===== config.mk =====
export PLATFORM = sky130hd
export DESIGN_NAME = skpt_ctrl
export DESIGN_NICKNAME = d
export VERILOG_FILES = /design/src/assert_macros.svh /design/src/skpt_pkg.sv /design/src/skpt_ctrl.sv
export SDC_FILE = /design/constraint.sdc
export NUM_CORES = 1
export LEC_CHECK = 0
export ABC_AREA = 1
export ABC_CLOCK_PERIOD_IN_PS = 4200
export BUFFER_PORTS_ARGS = -buffer_cell sky130_fd_sc_hd__buf_2
export CORE_MARGIN = 4
export CORE_UTILIZATION = 52
export CTS_CLUSTER_DIAMETER = 30
export DETAILED_ROUTE_END_ITERATION = 10
export PLACE_DENSITY = 0.85
export REMOVE_ABC_BUFFERS = 1
export SYNTH_ARGS = -nofsm -noshare
export SYNTH_HDL_FRONTEND = slang
export SYNTH_SLANG_ARGS = --single-unit

===== constraint.sdc =====
create_clock -name clk -period 4.2 [get_ports clk]
set_clock_uncertainty 0.15 [all_clocks]
set_input_delay 0.84 -clock clk [delete_from_list [all_inputs] [get_ports clk]]
set_output_delay 0.84 -clock clk [all_outputs]
set_load 0.01 [all_outputs]

===== src/assert_macros.svh =====
// Assertion macros used by the top-level file that checks this block.
`ifndef ASSERT_MACROS_SVH
`define ASSERT_MACROS_SVH

// The consequent holds in the same cycle as the antecedent.
`define ASSERT_SAME(label, clk, rst_n, ante, cons) \
    label: assert property (@(posedge clk) disable iff (!rst_n) (ante) |-> (cons)) \
        else $error("assertion failed");

// The consequent holds in the cycle after the antecedent.
`define ASSERT_NEXT(label, clk, rst_n, ante, cons) \
    label: assert property (@(posedge clk) disable iff (!rst_n) (ante) |=> (cons)) \
        else $error("assertion failed");

`endif


===== src/skpt_pkg.sv =====
package skpt_pkg;

    // Command codes of the input transaction.
    localparam logic [2:0] CMD_INSERT = 3'd0;
    localparam logic [2:0] CMD_SEARCH = 3'd1;
    localparam logic [2:0] CMD_UPDATE = 3'd2;
    localparam logic [2:0] CMD_ERASE  = 3'd3;
    localparam logic [2:0] CMD_LIST   = 3'd4;

    typedef enum logic [2:0] {
        ST_OK        = 3'd0,
        ST_NOT_FOUND = 3'd1,
        ST_EXISTS    = 3'd2,
        ST_FULL      = 3'd3,
        ST_LIST      = 3'd4,
        ST_EMPTY     = 3'd5
    } status_t;

    // One stored entry.
    typedef struct packed {
        logic [3:0][63:0] name;
        logic [31:0]      qty;
        logic [31:0]      key;
    } entry_t;

    typedef enum logic [1:0] {
        RD_IDX,
        RD_IDX_INC,
        RD_IDX_DEC
    } rd_sel_t;

    typedef enum logic [1:0] {
        WR_SHIFT,
        WR_NEW,
        WR_UPD
    } wr_sel_t;

    typedef enum logic [2:0] {
        SRC_ENTRY,
        SRC_NEW,
        SRC_UPD,
        SRC_BARE,
        SRC_ZERO
    } out_src_t;

    // Commands from the controller to the datapath.
    typedef struct packed {
        logic     capture;
        logic     idx_clr;
        logic     idx_inc;
        logic     idx_dec;
        logic     idx_load_count;
        logic     pos_load;
        rd_sel_t  rd_sel;
        logic     wr_en;
        wr_sel_t  wr_sel;
        logic     count_inc;
        logic     count_dec;
        logic     out_load;
        out_src_t out_src;
        status_t  out_status;
        logic     out_last;
    } ctrl_t;

    // Status from the datapath to the controller.
    typedef struct packed {
        logic [2:0] cmd;
        logic       count_zero;
        logic       full;
        logic       idx_eq_count;
        logic       idx_p1_eq_count;
        logic       idx_p2_eq_count;
        logic       idx_m1_eq_pos;
        logic       key_less;
        logic       key_eq;
        logic       out_free;
    } stat_t;

endpackage


===== src/skpt_ctrl.sv =====
module skpt_ctrl (
    input  logic            clk,
    input  logic            rst_n,
    input  logic            in_valid,
    output logic            in_stall,
    input  skpt_pkg::stat_t stat,
    output skpt_pkg::ctrl_t ctrl
);
    import skpt_pkg::*;

    typedef enum logic [3:0] {
        S_IDLE,
        S_DECODE,
        S_SCAN,
        S_INS_RD,
        S_INS_WR,
        S_INS_NEW,
        S_UPD,
        S_ER_EMIT,
        S_ER_RD,
        S_ER_WR,
        S_EMIT,
        S_BARE,
        S_LIST
    } state_t;

    state_t  state_reg, state_next;
    status_t st_reg, st_next;
    logic    hit;

    assign in_stall = (state_reg != S_IDLE);
    assign hit      = !stat.idx_eq_count && stat.key_eq;

    // Next state and commands.
    always_comb
    begin
        state_next = state_reg;
        st_next    = st_reg;
        ctrl       = '0;
        unique case (state_reg)
            S_IDLE:
            begin
                if (in_valid)
                begin
                    ctrl.capture = 1'b1;
                    ctrl.idx_clr = 1'b1;
                    state_next   = S_DECODE;
                end
            end
            S_DECODE:
            begin
                // Read entry zero for the scan or the listing.
                ctrl.rd_sel = RD_IDX;
                if (stat.cmd == CMD_LIST)
                begin
                    if (stat.count_zero)
                    begin
                        st_next    = ST_EMPTY;
                        state_next = S_BARE;
                    end
                    else
                    begin
                        state_next = S_LIST;
                    end
                end
                else if (stat.cmd > CMD_LIST)
                begin
                    state_next = S_IDLE;
                end
                else
                begin
                    state_next = S_SCAN;
                end
            end
            S_SCAN:
            begin
                if (!stat.idx_eq_count && stat.key_less)
                begin
                    ctrl.idx_inc = 1'b1;
                    ctrl.rd_sel  = RD_IDX_INC;
                end
                else
                begin
                    ctrl.rd_sel = RD_IDX;
                    unique case (stat.cmd)
                        CMD_INSERT:
                        begin
                            priority if (stat.full)
                            begin
                                st_next    = ST_FULL;
                                state_next = S_BARE;
                            end
                            else if (hit)
                            begin
                                st_next    = ST_EXISTS;
                                state_next = S_EMIT;
                            end
                            else
                            begin
                                ctrl.pos_load       = 1'b1;
                                ctrl.idx_load_count = 1'b1;
                                state_next = stat.idx_eq_count ? S_INS_NEW : S_INS_RD;
                            end
                        end
                        CMD_SEARCH:
                        begin
                            st_next    = hit ? ST_OK : ST_NOT_FOUND;
                            state_next = hit ? S_EMIT : S_BARE;
                        end
                        CMD_UPDATE:
                        begin
                            st_next    = ST_NOT_FOUND;
                            state_next = hit ? S_UPD : S_BARE;
                        end
                        default:
                        begin
                            st_next    = ST_NOT_FOUND;
                            state_next = hit ? S_ER_EMIT : S_BARE;
                        end
                    endcase
                end
            end
            S_INS_RD:
            begin
                ctrl.rd_sel = RD_IDX_DEC;
                state_next  = S_INS_WR;
            end
            S_INS_WR:
            begin
                // Move the entry below up by one place.
                ctrl.wr_en   = 1'b1;
                ctrl.wr_sel  = WR_SHIFT;
                ctrl.idx_dec = 1'b1;
                state_next   = stat.idx_m1_eq_pos ? S_INS_NEW : S_INS_RD;
            end
            S_INS_NEW:
            begin
                if (stat.out_free)
                begin
                    ctrl.wr_en      = 1'b1;
                    ctrl.wr_sel     = WR_NEW;
                    ctrl.count_inc  = 1'b1;
                    ctrl.out_load   = 1'b1;
                    ctrl.out_src    = SRC_NEW;
                    ctrl.out_status = ST_OK;
                    ctrl.out_last   = 1'b1;
                    state_next      = S_IDLE;
                end
            end
            S_UPD:
            begin
                ctrl.rd_sel = RD_IDX;
                if (stat.out_free)
                begin
                    ctrl.wr_en      = 1'b1;
                    ctrl.wr_sel     = WR_UPD;
                    ctrl.out_load   = 1'b1;
                    ctrl.out_src    = SRC_UPD;
                    ctrl.out_status = ST_OK;
                    ctrl.out_last   = 1'b1;
                    state_next      = S_IDLE;
                end
            end
            S_ER_EMIT:
            begin
                ctrl.rd_sel = RD_IDX;
                if (stat.out_free)
                begin
                    ctrl.out_load   = 1'b1;
                    ctrl.out_src    = SRC_ENTRY;
                    ctrl.out_status = ST_OK;
                    ctrl.out_last   = 1'b1;
                    if (stat.idx_p1_eq_count)
                    begin
                        ctrl.count_dec = 1'b1;
                        state_next     = S_IDLE;
                    end
                    else
                    begin
                        state_next = S_ER_RD;
                    end
                end
            end
            S_ER_RD:
            begin
                ctrl.rd_sel = RD_IDX_INC;
                state_next  = S_ER_WR;
            end
            S_ER_WR:
            begin
                // Move the entry above down by one place.
                ctrl.wr_en   = 1'b1;
                ctrl.wr_sel  = WR_SHIFT;
                ctrl.idx_inc = 1'b1;
                if (stat.idx_p2_eq_count)
                begin
                    ctrl.count_dec = 1'b1;
                    state_next     = S_IDLE;
                end
                else
                begin
                    state_next = S_ER_RD;
                end
            end
            S_EMIT:
            begin
                ctrl.rd_sel = RD_IDX;
                if (stat.out_free)
                begin
                    ctrl.out_load   = 1'b1;
                    ctrl.out_src    = SRC_ENTRY;
                    ctrl.out_status = st_reg;
                    ctrl.out_last   = 1'b1;
                    state_next      = S_IDLE;
                end
            end
            S_BARE:
            begin
                if (stat.out_free)
                begin
                    ctrl.out_load   = 1'b1;
                    ctrl.out_src    = (st_reg == ST_EMPTY) ? SRC_ZERO : SRC_BARE;
                    ctrl.out_status = st_reg;
                    ctrl.out_last   = 1'b1;
                    state_next      = S_IDLE;
                end
            end
            S_LIST:
            begin
                ctrl.rd_sel = RD_IDX;
                if (stat.out_free)
                begin
                    ctrl.out_load   = 1'b1;
                    ctrl.out_src    = SRC_ENTRY;
                    ctrl.out_status = ST_LIST;
                    ctrl.out_last   = stat.idx_p1_eq_count;
                    if (stat.idx_p1_eq_count)
                    begin
                        state_next = S_IDLE;
                    end
                    else
                    begin
                        ctrl.idx_inc = 1'b1;
                        ctrl.rd_sel  = RD_IDX_INC;
                    end
                end
            end
            default:
            begin
                state_next = S_IDLE;
            end
        endcase
    end

    // State and the held reply status.
    always_ff @(posedge clk or negedge rst_n)
    begin
        if (!rst_n)
        begin
            state_reg <= S_IDLE;
            st_reg    <= ST_OK;
        end
        else
        begin
            state_reg <= state_next;
            st_reg    <= st_next;
        end
    end
endmodule


==> impl_metrics.ini <==
[global_routing]
grt.overflow.total = 0
grt_antenna_before_repair = 0
wire_length_of_the_first_global_routing_pass_mm = 4.70
maximum_number_of_pins_on_one_net_before_global_route_repair = 9
grt_pass1_vias = 1089
globalRouteTotalUtil_pct = 22.8

[clock_tree]
clkTransAtPathRegs_ns = 0.05
post_cts.repair.setup_buffers = 0
cts_repair_resize_count = 0
maximum_root_to_sink_buffer_count = 2
clock_insertion_delay_worst_skew_ns = 0.25
post_cts_hold_buffer_count = 0
cts_htree_levels = 1
tritoncts_clock_tree = yes
ctsRootBufferMaster = clkbuf_4
clock-sinks = 7
cts_buffers = 3

[floorplan]
floorplan.die.width_um = 50.7
start_util_pct = 54.8
die_area_mm2 = 0.00257
dieHeight_um = 50.7
placeableCoreArea_mm2 = 0.00173
io_pins = 37
rows = 15

[timing]
rsz_0062_raised_after_global_routing = no
maxSlewHeadroom_pct = 76.1
max_freq_mhz = 363
worst_slew_pin_slew_ns = 0.358
min_period_over_period_pct = 65.7
setup_viol_count_final = 0
fin_setup_tns_ns = 0
final_max_slew_viol_count = 0
fin_crit_ns = 2.76
hold_violations = 0

[drt]
post-route-drc-count = 0
vias = 1244
routed_wl_mm = 2.79
dr.pass1.iters = 4
avgViaCountPerCell = 5.12
postRouteAntennaNets = 0
wl_per_cell_um = 11.5
first_iter_violations = 61

[critical_path]
r2r-end = state_reg[0]$_DFFE_PN0P_
critical_path.reg2reg.startpoint = state_reg[3]$_DFFE_PN0P_
r2r_slack_ns = 2.56
length_in_cells_of_the_worst_reg_to_reg_path = 7
critPathMostFrequentCell = buf_2
cp_cell_sequence = buf_2 > inv_1 > nor3_1 > nor2_1 > nand4_1 > buf_2
critical_path.endpoint_type = output pin
worst-path-max-fanout = 8
worst-endpoint-required_ns = 3.21
critical_path_class = in -> out
max_stage_delay_ns = 0.32
timing.critical_path.from_type = primary input
cp_max_delay_cell = nor3_1
cp.arrival_ns = 1.77

[layout]
diodes = 0
final-instance-count-excl-fill = 243
final-seq-area_um2 = 175
finalNetCount = 234
areaGrowthSynthToFinish_pct = 23.0
drive_gt1_share_pct = 24.8
fillCellCount = 177
largest_register_ffs = 4
multi_input_area_um2 = 627

[status]
outcome = complete, no violations

[synthesis]
synth_flop_cell = dfrtp_1
yosysUniqueCellTypes = 19
ys_ff_latch = 7
synth_top_cell_by_area = nand2_1
syn-instance-count = 181
synth_enable_flop_cells = 0
seq_area_frac_synth_pct = 18.5
yosysWarningCount = 0
synth_top_area_share_pct = 25.0
netlist_top_cells_count = 63 x nand2_1, 30 x inv_1, 30 x nor2_1
syn_avg_cell_area_um2 = 5.23
synth.cell_area_um2 = 946
yosys.cell_count.top_type = nand2_1
yosys-top-cells-area = nand2_1 25%, dfrtp_1 19%, inv_1 12%, nor2_1 12%, nand3_1 9.5%
async_flop_share_pct = 100

[placed_design]
placed_cells_incl_taps = 239
portBuffers = 36
dp.final_hpwl_mm = 2.36
gp_congestion = 0.898

[pwr]
total_power_divided_by_cell_area_mw_per_mm2 = 517
p_leak_nw = 0.754
worst_ir_drop_on_vdd_uv = 390

[worst_hold_path]
hold_class = in -> async

[job]
cap_viol_max_count = 0
[area by class of cell]
type | count | share of cell area, %
clock buffer | 4 | 2.26
inverter | 33 | 10.6
multi-input combinational | 138 | 53.9
sequential | 7 | 15.1
tap | 25 | 2.69
timing repair buffer | 36 | 15.5
[layer usage]
| layer | up-vias | track usage [%] | wire length [um] |
|---|---|---|---|
| met5 | - | 0 | 0 |
| met4 | 0 | 3.14 | 37 |
| met3 | 6 | 3.56 | 238 |
| met2 | 61 | 42.8 | 1410 |
| met1 | 546 | 27.4 | 1100 |
| li1 | 631 | - | - |
[through the flow]
stage	hold WS, ns	setup slack, ns	util (%)	cell area (um^2)	total power, mW
6_report	0.260	1.44	67.4	1160	0.602
5_1_grt	0.265	1.33	67.4	1160	0.656
4_1_cts	0.262	1.46	67.4	1160	0.596
3_5_place_dp	0.351	1.46	65.9	1140	0.536
3_3_place_gp	0.345	1.55	65.9	1140	0.520
2_1_floorplan	0.292	1.65	-	926	0.413
[worst max-delay path, delay by kind of cell]
| family | cells | cell delay, ns |
|---|---|---|
| buffers and inverters | 3 | 0.40 |
| and+or+nand+nor | 3 | 0.52 |
[logic make-up after synthesis]
kind of cell / count (synthesis) / share of synthesized area, %
AO/OA/AOI/OAI: 6 / 3.17
flip-flops: 7 / 18.5
AND/OR/NAND/NOR: 132 / 63.1
buffers and inverters: 36 / 15.2
[report_power, final]
group	total, mW	switching (mW)	leakage [nW]	internal (mW)
clock network	0.0591	0.0230	0.0150	0.0361
logic	0.407	0.273	0.649	0.134
registers	0.136	0.0393	0.0904	0.0963
total	0.602	0.336	0.754	0.266
[worst max-delay path by stage]
stage	end	cells past startpoint	startpoint	slack, ns
6_report	ctrl[0]	6	stat[0]	1.44
5_1_grt	ctrl[0]	6	stat[0]	1.33
4_1_cts	ctrl[0]	6	stat[0]	1.46
3_5_place_dp	ctrl[0]	6	stat[0]	1.46
3_3_place_gp	ctrl[0]	6	stat[0]	1.55
2_1_floorplan	ctrl[0]	4	stat[0]	1.65
[placed cells by master (no fill, tap or decap)]
cell type | Yosys | routed
a21oi_1 | 3 | 3
buf_2 | 0 | 36
clkbuf_1 | 0 | 1
clkbuf_4 | 0 | 3
dfrtp_1 | 7 | 7
inv_1 | 30 | 30
inv_2 | 3 | 3
nand2_1 | 63 | 63
nand2_2 | 3 | 3
nand2_4 | 1 | 1
nand3_1 | 18 | 18
nand3_2 | 4 | 4
nand3b_1 | 1 | 1
nand4_1 | 3 | 3
nor2_1 | 30 | 30
nor2_2 | 2 | 2
nor2_4 | 1 | 1
nor3_1 | 5 | 5
nor3b_2 | 1 | 1
o21ai_0 | 3 | 3
Power figures use the tool's default switching activity.
